[config.mk]
export PLATFORM = sky130hd
export DESIGN_NAME = i2c_slave_register_bridge_top
export DESIGN_NICKNAME = d
export VERILOG_FILES = /design/src/hdl/i2csrb_pkg.sv /design/src/hdl/i2csrb_core.sv /design/src/hdl/i2c_slave_register_bridge_top.sv
export SDC_FILE = /design/constraint.sdc
export NUM_CORES = 1
export LEC_CHECK = 0
export BUFFER_PORTS_ARGS = -buffer_cell sky130_fd_sc_hd__buf_4
export CAP_MARGIN = 25
export CELL_PAD_IN_SITES_DETAIL_PLACEMENT = 0
export CELL_PAD_IN_SITES_GLOBAL_PLACEMENT = 1
export CORE_MARGIN = 5
export CORE_UTILIZATION = 45
export DETAILED_ROUTE_END_ITERATION = 8
export PLACE_DENSITY = 0.87
export SLEW_MARGIN = 20
export SYNTH_ARGS = -nofsm -noshare
export SYNTH_HDL_FRONTEND = slang
export SYNTH_SLANG_ARGS = --single-unit
[constraint.sdc]
create_clock -name clk -period 3.9 [get_ports clk]
set_input_delay 0.585 -clock clk [delete_from_list [all_inputs] [get_ports clk]]
set_output_delay 0.585 -clock clk [all_outputs]
set_load 0.005 [all_outputs]
[src/hdl/i2csrb_pkg.sv]
`timescale 1ns / 1ps
// ----------------------------------------------------------------------------
// i2csrb_pkg
// Shared types, codes and helpers for the I2C slave register bridge.
// ----------------------------------------------------------------------------
package i2csrb_pkg;

	localparam logic [2:0] TOP_BIT = 3'd7;

	typedef enum logic [2:0] {
		PH_IDLE     = 3'd0,
		PH_ADDR     = 3'd1,
		PH_DATA     = 3'd2,
		PH_ACK_ADDR = 3'd3,
		PH_ACK_DATA = 3'd4,
		PH_SEND     = 3'd5,
		PH_MACK     = 3'd6
	} phase_t;

	typedef enum logic [2:0] {
		EV_NONE  = 3'd0,
		EV_START = 3'd1,
		EV_STOP  = 3'd2,
		EV_ADDR  = 3'd3,
		EV_ABORT = 3'd4
	} event_t;

	// one line sample plus the bus answer
	typedef struct packed {
		logic [7:0] read_data;
		logic       sda_level;
		logic       scl_level;
	} item_t;

	// one result word
	typedef struct packed {
		event_t     bus_event;
		logic [7:0] bus_write_data;
		logic [7:0] bus_address;
		logic       bus_read;
		logic       bus_write;
		logic       sda_release;
	} result_t;

	// bit position within a byte for a given bit count
	function automatic logic [2:0] bit_pos(input logic [3:0] idx, input logic lsb_first);
		return lsb_first ? idx[2:0] : (TOP_BIT - idx[2:0]);
	endfunction

endpackage

[src/hdl/i2csrb_core.sv]
`timescale 1ns / 1ps
// ----------------------------------------------------------------------------
// i2csrb_core
// Protocol state and single-pass step logic: one line sample per step.
// ----------------------------------------------------------------------------
module i2csrb_core (
	input  logic                clk,
	input  logic                arst_n,
	input  logic                cfg_we,
	input  logic                cfg_wdata,
	input  logic                step,
	input  i2csrb_pkg::item_t   item,
	output i2csrb_pkg::result_t res
);
	import i2csrb_pkg::*;

	logic       lsb_first_q;
	logic       scl_before_q, scl_before_d;
	logic       sda_before_q, sda_before_d;
	phase_t     phase_q, phase_d;
	logic [3:0] bit_index_q, bit_index_d;
	logic [7:0] shift_byte_q, shift_byte_d;
	logic       bit_at_rise_q, bit_at_rise_d;
	logic [7:0] target_addr_q, target_addr_d;
	logic       have_addr_q, have_addr_d;
	logic [7:0] tx_byte_q, tx_byte_d;
	logic       read_pend_q, read_pend_d;

	logic       rise, fall;
	logic [3:0] bit_inc;
	event_t     ev;
	logic       wr, rdq, rel;
	logic [7:0] wdata;

	assign rise    = !scl_before_q && item.scl_level;
	assign fall    = scl_before_q && !item.scl_level;
	assign bit_inc = bit_index_q + 4'd1;

	always_comb begin
		scl_before_d  = item.scl_level;
		sda_before_d  = item.sda_level;
		phase_d       = phase_q;
		bit_index_d   = bit_index_q;
		shift_byte_d  = shift_byte_q;
		bit_at_rise_d = bit_at_rise_q;
		target_addr_d = target_addr_q;
		have_addr_d   = have_addr_q;
		tx_byte_d     = tx_byte_q;
		read_pend_d   = read_pend_q;
		ev            = EV_NONE;
		wr            = 1'b0;
		rdq           = 1'b0;
		wdata         = 8'd0;
		rel           = 1'b1;

		// bus answer arrives one step after the read request
		if (read_pend_q) begin
			tx_byte_d   = item.read_data;
			read_pend_d = 1'b0;
		end
		if (rise) begin
			bit_at_rise_d = item.sda_level;
		end

		unique case (phase_q)
			PH_ADDR, PH_DATA: begin
				if (fall) begin
					if (bit_at_rise_d == sda_before_q) begin
						shift_byte_d = shift_byte_q
							| (8'(bit_at_rise_d) << bit_pos(bit_index_q, lsb_first_q));
						if (bit_index_q >= 4'(TOP_BIT)) begin
							phase_d     = (phase_q == PH_ADDR) ? PH_ACK_ADDR : PH_ACK_DATA;
							bit_index_d = 4'd0;
						end else begin
							bit_index_d = bit_inc;
						end
					end else begin
						// SDA moved while SCL high: stop if it rose, else abort
						ev          = bit_at_rise_d ? EV_ABORT : EV_STOP;
						phase_d     = PH_IDLE;
						bit_index_d = 4'd0;
					end
				end
			end
			PH_ACK_ADDR: begin
				if (fall) begin
					ev          = EV_ADDR;
					have_addr_d = 1'b0;
					bit_index_d = 4'd0;
					if (shift_byte_q[0]) begin
						rdq         = 1'b1;
						read_pend_d = 1'b1;
						phase_d     = PH_SEND;
					end else begin
						phase_d      = PH_DATA;
						shift_byte_d = 8'd0;
					end
				end
			end
			PH_ACK_DATA: begin
				if (fall) begin
					if (!have_addr_q) begin
						target_addr_d = shift_byte_q;
						have_addr_d   = 1'b1;
					end else begin
						wr          = 1'b1;
						wdata       = shift_byte_q;
						have_addr_d = 1'b0;
					end
					phase_d      = PH_DATA;
					bit_index_d  = 4'd0;
					shift_byte_d = 8'd0;
				end
			end
			PH_SEND: begin
				if (fall) begin
					if (bit_inc > 4'(TOP_BIT)) begin
						phase_d     = PH_MACK;
						bit_index_d = 4'd0;
					end else begin
						bit_index_d = bit_inc;
					end
				end
			end
			PH_MACK: begin
				if (fall) begin
					bit_index_d = 4'd0;
					if (bit_at_rise_d == sda_before_q) begin
						if (!bit_at_rise_d) begin
							// master ACK: fetch the next byte
							rdq         = 1'b1;
							read_pend_d = 1'b1;
							have_addr_d = 1'b0;
							phase_d     = PH_SEND;
						end else begin
							phase_d = PH_IDLE;
						end
					end else begin
						ev      = bit_at_rise_d ? EV_ABORT : EV_STOP;
						phase_d = PH_IDLE;
					end
				end
			end
			default: begin
				phase_d = PH_IDLE;
				if (item.scl_level && scl_before_q && sda_before_q && !item.sda_level) begin
					ev           = EV_START;
					phase_d      = PH_ADDR;
					bit_index_d  = 4'd0;
					shift_byte_d = 8'd0;
				end
			end
		endcase

		if (phase_d == PH_ACK_ADDR || phase_d == PH_ACK_DATA) begin
			rel = 1'b0;
		end else if (phase_d == PH_SEND && !read_pend_d) begin
			rel = tx_byte_d[bit_pos(bit_index_d, lsb_first_q)];
		end
	end

	always_comb begin
		res.sda_release    = rel;
		res.bus_write      = wr;
		res.bus_read       = rdq;
		res.bus_address    = target_addr_d;
		res.bus_write_data = wdata;
		res.bus_event      = ev;
	end

	always_ff @(posedge clk or negedge arst_n) begin
		if (!arst_n) begin
			lsb_first_q   <= 1'b1;
			scl_before_q  <= 1'b1;
			sda_before_q  <= 1'b1;
			phase_q       <= PH_IDLE;
			bit_index_q   <= 4'd0;
			shift_byte_q  <= 8'd0;
			bit_at_rise_q <= 1'b0;
			target_addr_q <= 8'd0;
			have_addr_q   <= 1'b0;
			tx_byte_q     <= 8'd0;
			read_pend_q   <= 1'b0;
		end else begin
			if (cfg_we) begin
				lsb_first_q <= cfg_wdata;
			end
			if (step) begin
				scl_before_q  <= scl_before_d;
				sda_before_q  <= sda_before_d;
				phase_q       <= phase_d;
				bit_index_q   <= bit_index_d;
				shift_byte_q  <= shift_byte_d;
				bit_at_rise_q <= bit_at_rise_d;
				target_addr_q <= target_addr_d;
				have_addr_q   <= have_addr_d;
				tx_byte_q     <= tx_byte_d;
				read_pend_q   <= read_pend_d;
			end
		end
	end

endmodule

[src/hdl/i2c_slave_register_bridge_top.sv]
`timescale 1ns / 1ps
// ----------------------------------------------------------------------------
// i2c_slave_register_bridge_top
// I2C slave that turns bus transfers into 8-bit register reads and writes.
// ----------------------------------------------------------------------------
// Each input word is one sample of SCL and SDA plus the register bus answer
// to the read request made in the previous result word. Every accepted word
// yields exactly one result word. Throughput is one word per clock while the
// result side does not stall; each word passes the input register, then the
// result register, with the single pass of the protocol step logic between
// them. The input register takes a word whenever it is empty or its word
// moves on in the same cycle; its word moves on when the result register is
// free or being drained in that cycle, so one word can wait in it while a
// result is stalled. Every address byte is ACKed. On a write,
// data bytes alternate between setting the register address and issuing a
// bus write; on a read, each byte issues a bus read of the stored address
// and is shifted out. cfg_we/cfg_wdata set lsb_first (reset 1: LSB first;
// 0: MSB first) and should only be written while the block is idle.
// ----------------------------------------------------------------------------
module i2c_slave_register_bridge_top (
	input  logic        clk,
	input  logic        arst_n,
	// configuration: lsb_first
	input  logic        cfg_we,
	input  logic        cfg_wdata,
	// input words
	input  logic        s_tvalid,
	output logic        s_tready,
	input  logic [15:0] s_tdata,   // [0] scl_level, [1] sda_level, [9:2] read_data, rest 0
	// result words
	output logic        m_tvalid,
	input  logic        m_tready,
	output logic [23:0] m_tdata    // [0] sda_release, [1] bus_write, [2] bus_read,
	                               // [10:3] bus_address, [18:11] bus_write_data,
	                               // [21:19] bus_event, rest 0
);
	import i2csrb_pkg::*;

	logic    in_valid_s1;
	item_t   item_s1;
	logic    out_valid_s2;
	result_t res_s2;
	result_t res;
	logic    advance;

	// move the held sample into the result register when it has room
	assign advance  = in_valid_s1 && (!out_valid_s2 || m_tready);
	assign s_tready = !in_valid_s1 || advance;

	always_ff @(posedge clk or negedge arst_n) begin
		if (!arst_n) begin
			in_valid_s1 <= 1'b0;
		end else if (s_tready) begin
			in_valid_s1 <= s_tvalid;
		end
	end

	always_ff @(posedge clk) begin
		if (s_tready && s_tvalid) begin
			item_s1 <= item_t'(s_tdata[9:0]);
		end
	end

	i2csrb_core u_core (
		.clk      (clk),
		.arst_n   (arst_n),
		.cfg_we   (cfg_we),
		.cfg_wdata(cfg_wdata),
		.step     (advance),
		.item     (item_s1),
		.res      (res)
	);

	always_ff @(posedge clk or negedge arst_n) begin
		if (!arst_n) begin
			out_valid_s2 <= 1'b0;
		end else if (advance) begin
			out_valid_s2 <= 1'b1;
		end else if (m_tready) begin
			out_valid_s2 <= 1'b0;
		end
	end

	always_ff @(posedge clk) begin
		if (advance) begin
			res_s2 <= res;
		end
	end

	assign m_tvalid = out_valid_s2;
	assign m_tdata  = {2'b00, res_s2.bus_event, res_s2.bus_write_data, res_s2.bus_address,
		res_s2.bus_read, res_s2.bus_write, res_s2.sda_release};

endmodule

# --- Yosys cells after proc, flatten, opt, wreduce, memory -nomap -nowiden ---
# Index checks and enable logic that the tools add are counted.
word_totals:
  regBits: 71
  in_bits: 22
  word_cells: 145
classes:
  addsub: 3
  n_lt_le_gt_ge: 3
  n_eq_ne: 20
  shift: 1
  mux: 60
  bitwise_logic: 2
  n_reduce_logical: 32
ops:
  columns: ["operator", "count"]
  rows:
  - ["8-bit 2-to-1 mux", 10]
  - ["3-bit 2-to-1 mux", 17]
  - ["8-bit one-hot mux with 4 select lines", 1]
  - ["4-bit 2-to-1 mux", 7]
  - ["1-bit 2-to-1 mux", 18]
  - ["2-bit by 1-bit != test with 1-bit output (second input constant)", 8]
  - ["3-bit == test (second input constant)", 5]
  - ["3-bit one-hot mux with 5 select lines", 1]
  - ["7-bit AND reduction", 2]
  - ["4-bit one-hot mux with 3 select lines", 1]
  - ["3-bit by 2-bit == test with 1-bit output (second input constant)", 3]
  - ["3-bit one-hot mux with 3 select lines", 1]
  - ["1-bit logical AND", 8]
  - ["8-bit bitwise OR", 1]
  - ["8-bit AND reduction", 1]
  - ["4-bit nonzero test", 2]
  - ["1-bit by 3-bit << shifter with 8-bit output", 1]
  - ["1-bit zero test", 6]
  - ["2-bit OR reduction", 3]
  - ["3-bit OR reduction", 2]
  - ["3-bit subtractor (first input constant)", 2]
  - ["5-bit AND reduction", 1]
  - ["4-bit by 1-bit adder with 4-bit output (second input constant)", 1]
  - ["4-bit by 3-bit greater-or-equal comparator with 1-bit output (second input constant)", 1]
  - ["other kinds (15)", 18]

# --- Depth between registers and ports, before layout ---
depth:
  ltp_word: 12
  depth_mapped: 11

# --- By module ---
# A second synthesis with hierarchy kept.
unflattened:
  hier_cells: 344
  area_unflattened_um2: 3877.5
by_module_without_submodules:
  columns: ["module", "instances", "cells_per_inst", "area_each_um2", "seq_area_each_um2"]
  rows:
  - ["i2csrb_core", 1, 301, 2793.9, 929.6]
  - ["i2c_slave_register_bridge_top", 1, 43, 1083.5, 1011.0]

# --- Least setup slack after synthesis ---
# Ideal clock, no wire load.
synth_timing:
  path_type: "register -> register"
  startpoint: "register u_core.scl_before_q"
  endpoint: "register res_s2, in the netlist m_tdata[0] (data pin)"
  setup_time_ns: 0.256
  arrival_time_ns: 3.107
  required_ns: 3.644
  slack_ns: 0.537
  path_stages_with_launch: 12
  path_buffers: 0
  synth_period_minus_slack_ns: 3.363
  path_cell_list: "dfstp_2 nand2b_1 mux2i_1 inv_2 ha_1 o2111ai_1 o31ai_2 a31oi_2 xor2_2 mux4_1 mux4_2 o22a_1"
synth_via:
  elab_chain_len: 12
  elab_cells_between_ends: 40
  classes_between: "1 x add/sub; 4 x eq/ne; 26 x mux; 9 x reduce/logical"
synth_lines:
  columns: ["item", "line_no", "text"]
  rows:
  - ["from (decl)", "i2csrb_core.sv:18", "logic scl_before_q, scl_before_d;"]
  - ["from (signal assigned)", "i2csrb_core.sv:189", "scl_before_q <= scl_before_d;"]
  - ["1-bit zero test", "i2csrb_core.sv:35", "assign rise = !scl_before_q && item.scl_level;"]
  - ["1-bit logical AND", "i2csrb_core.sv:35", null]
  - ["1-bit 2-to-1 mux", "i2csrb_core.sv:61", "if (rise) begin"]
  - ["1-bit == test", "i2csrb_core.sv:68, i2csrb_core.sv:128", null]
  - ["4-bit 2-to-1 mux", "i2csrb_core.sv:68", "if (bit_at_rise_d == sda_before_q) begin"]
  - ["4-bit 2-to-1 mux", "i2csrb_core.sv:67", "if (fall) begin"]
  - ["4-bit one-hot mux with 3 select lines", "i2csrb_core.sv:65", "unique case (phase_q)"]
  - ["3-bit subtractor", "i2csrb_pkg.sv:47", "return lsb_first ? idx[2:0] : (TOP_BIT - idx[2:0]);"]
  - ["3-bit 2-to-1 mux", "i2csrb_pkg.sv:47", null]
  - ["1-bit binary-select mux with 3-bit select", "i2csrb_core.sv:158", "rel = tx_byte_d[bit_pos(bit_index_d, lsb_first_q)];"]
  - ["1-bit 2-to-1 mux (not written as such)", "i2csrb_core.sv:158", null]
  - ["1-bit 2-to-1 mux", "i2csrb_core.sv:157", "end else if (phase_d == PH_SEND && !read_pend_d) begin"]
  - ["to (signal assigned)", "i2c_slave_register_bridge_top.sv:86", "res_s2 <= res;"]
  - ["to (decl)", "i2c_slave_register_bridge_top.sv:42", "result_t res_s2;"]
# Parallel ways exist; a longest one is shown, timed or not. The select of a mux whose other input is x is not followed.
# A chain may end at the register's enable or synchronous reset.

# --- Worst setup path after layout ---
# Same ends and word-level chain as after synthesis.

==> results.sh <==
export IMPL_yosysTopAreaCell="edfxtp_1"
export IMPL_p_int_w=0.001266
export IMPL_synth_cells=321
export IMPL_clock_sinks=71
export IMPL_syn_area_per_cell_um2=10.88
export IMPL_path_delay_family="multiplexers"
export IMPL_cts_repair_resized=0
export IMPL_layout_min_cycle_time_ns=3.566
export IMPL_grt_use_met3=0.03929
export IMPL_syn_area_um2=3493
export IMPL_htree_levels=3
export IMPL_cts_made_buffers=9
export IMPL_critPathMaxStageDelay_ns=0.56
export IMPL_drt_wl_total_um=6995
export IMPL_layout_drive_gt1_share=0.2301
export IMPL_ctsHoldBuffers=0
export IMPL_critPathBufInv=1
export IMPL_fin_crit_sh=0.9144
export IMPL_finalWeightedCongestion=0.8559
export IMPL_power_switching_w=0.0006149
export IMPL_vias=2510
export IMPL_ys_seq_elements=71
export IMPL_drc=0
export IMPL_ys_seq_area_frac=0.5555
export IMPL_grt_max_degree=40
export IMPL_dieArea_um2=9625
export IMPL_postCtsSetupBuffers=0
export IMPL_hold_violations=0
export IMPL_report_power_total_w=0.001881
export IMPL_grt_pass1_wl_um=12160
export IMPL_ant_nets=0
export IMPL_cp_max_fo=7
export IMPL_wl_per_cell_um=14.98
export IMPL_coreArea_um2=7647
export IMPL_portBuffers=39
export IMPL_drv_slew=0
export IMPL_cts_path_max_buffers=2
export IMPL_antenna_found_initial=0
export IMPL_pwr_share_comb=0.208
export IMPL_power_density_nw_per_um2=462.4
export IMPL_start_kind="register"
export IMPL_grt_overflow=0
export IMPL_pre_cts_slack_ns=0.3417
export IMPL_grt_most_used_layer="met2"
export IMPL_track_usage=0.1556
export IMPL_rsz0062_at_grt="false"
export IMPL_initial_core_util=0.4568
export IMPL_root_buffer="clkbuf_8"
export IMPL_worstMarginPinSlew_ns=0.5750
export IMPL_cp_end_kind="register"
export IMPL_met2_usage=0.2550
export IMPL_yosysMostFrequentCell="nand2_1"
export IMPL_layout_nets=384
export IMPL_synth_warnings=0
export IMPL_drtIter0Drc=228
export IMPL_tns_ns=0
export IMPL_dpl_hpwl_um=5017
export IMPL_maxCapViolations=0
export IMPL_ys_types=59
export IMPL_worstPathRequired_ns=4.00
export IMPL_synthDominantCellAreaShare=0.2751
export IMPL_worstPathCellList="nand2b_1 -> mux2i_1 -> inv_2 -> ha_1 -> o2111ai_1 -> o31ai_2 -> a31oi_2 -> xor2_2 -> mux4_1 -> mux4_2 -> o22a_1"
export IMPL_hold_class="input pin to async pin"
export IMPL_netSwitchingFraction=0.3269
export IMPL_fin_skew_ns=0.01382
export IMPL_synth_edff_count=32
export IMPL_layout_setup_ws_ns=0.3339
export IMPL_synth_area_top_cells="edfxtp_1, dfrtp_1, nand2_1"
export IMPL_clkTransAtPathRegs_ns=0.09
export IMPL_grt_pass1_vias=2554
export IMPL_met1_usage=0.1983
export IMPL_clkPwrFrac=0.292
export IMPL_area_growth_pct=16.44
export IMPL_leakagePower_nw=1.798
export IMPL_r2r_start="u_core.scl_before_q$_DFFE_PN1P_"
export IMPL_die_w_um=98.11
export IMPL_p_seq_frac=0.500
export IMPL_num_rows=32
export IMPL_critPathArrivalTime_ns=3.67
export IMPL_ios=48
export IMPL_slew_headroom=0.6157
export IMPL_cts_tree="yes"
export IMPL_irDropWorstVdd_uv=374.8
export IMPL_async_flop_share=0.5493
export IMPL_clkLatencyLatePin_ns=0.34
export IMPL_synth_flop_cell="dfrtp_1"
export IMPL_diodes=0
export IMPL_via_per_inst=5.375
export IMPL_slowest_stage="dfstp_2"
export IMPL_status="finished, final reports clean"
export IMPL_critPathKind="register to register"
export IMPL_max_freq_ghz=0.2804
export IMPL_die_height_um=98.11
export IMPL_first_pass_iters=4
export IMPL_synthTopCellsByCount="nand2_1, dfrtp_1, edfxtp_1"
export IMPL_setup_viol=0
export IMPL_startpoint="u_core.scl_before_q$_DFFE_PN1P_"
[layout make-up]
class                           count  area (um^2)
Fill cell                         649         3580
Sequential cell                    71         1941
Multi-Input combinational cell    226         1446
Timing Repair Buffer               46        345.3
Tap cell                          102        127.6
Clock buffer                        9        123.9
Clock inverter                      7        61.31
Inverter                            6        22.52
[registers in the layout (all words and copies together), names as in the netlist]
signal	cells
m_tvalid	1
u_core.bit_index_q	4
u_core.read_pend_q	1
u_core.bit_at_rise_q	1
in_valid_s1	1
u_core.tx_byte_q	8
item_s1	10
u_core.phase_q	3
u_core.sda_before_q	1
u_core.scl_before_q	1
u_core.have_addr_q	1
u_core.lsb_first_q	1
u_core.target_addr_q	8
u_core.shift_byte_q	8
m_tdata	22
[logic make-up (layout without fill, tap and decap cells)]
family,count (synthesis),in the layout,share of synthesized area
muxes,25,25,0.1003
AOI/OAI and AO/OA,65,65,0.1203
DFF,71,71,0.5555
other,1,2,0.001073
and+or+nand+nor,127,127,0.1694
adders and majority gates,2,2,0.007162
xor gates and xnor gates,5,5,0.01469
buffers and inverters,25,68,0.03151
[cell usage in the layout, fill, tap and decap left out, drive strengths merged, types with 4 or more instances in the layout]
cell    Yosys  final
a21oi      21     21
a31oi       5      5
and2        9      9
and3        4      4
buf         5     46
clkbuf     14      9
dfrtp      36     36
edfxtp     32     32
inv         6     10
mux2       18     18
mux4        5      5
nand2      57     57
nand2b      9      9
nand3       5      5
nor2       23     23
nor3        7      7
o21ai      15     15
o31ai       4      4
[routing by layer]
layer  vias to the layer above  share of wire
met5                         -              0
met4                         0          0.019
met3                        12          0.057
met2                        76           0.48
met1                      1199           0.44
li1                       1223              -
[path summary, 6_finish.rpt]
path                                                            end  depth (start not counted)  slack [ns]
worst max-delay path                       m_tdata[0]$_SDFFCE_PP0P_                         11        0.33
worst min-delay path            u_core.target_addr_q[5]$_DFFE_PN0P_                          1        0.21
worst max register to register             m_tdata[0]$_SDFFCE_PP0P_                         11        0.33
worst min register to register  u_core.target_addr_q[7]$_DFFE_PN0P_                          2        0.48
max in group asynchronous           u_core.scl_before_q$_DFFE_PN1P_                          1        3.32
min in group clk                               item_s1[3]$_DFFE_PP_                          1        0.42
[power groups by stage]
stage	clock, W	sequential (W)	combinational (W)
3_5_place_dp	0	0.000955	0.000388
4_1_cts	0.000564	0.000939	0.000391
2_1_floorplan	0	0.000913	0.000301
3_3_place_gp	0	0.000951	0.000383
5_1_grt	0.000600	0.000957	0.000442
6_report	0.000548	0.000941	0.000391
[per-stage QoR]
stage          cell area [um^2]  hold slack, ns    util  instances
5_1_grt                    4068          0.2331  0.5319        467
2_1_floorplan              3497          0.2894       -        322
6_report                   4068          0.2059  0.5319        467
3_5_place_dp               3882          0.4584  0.5077        451
4_1_cts                    4068          0.2153  0.5319        467
3_3_place_gp               3882          0.4532  0.5077        451
(Power assumes the default switching activity.)
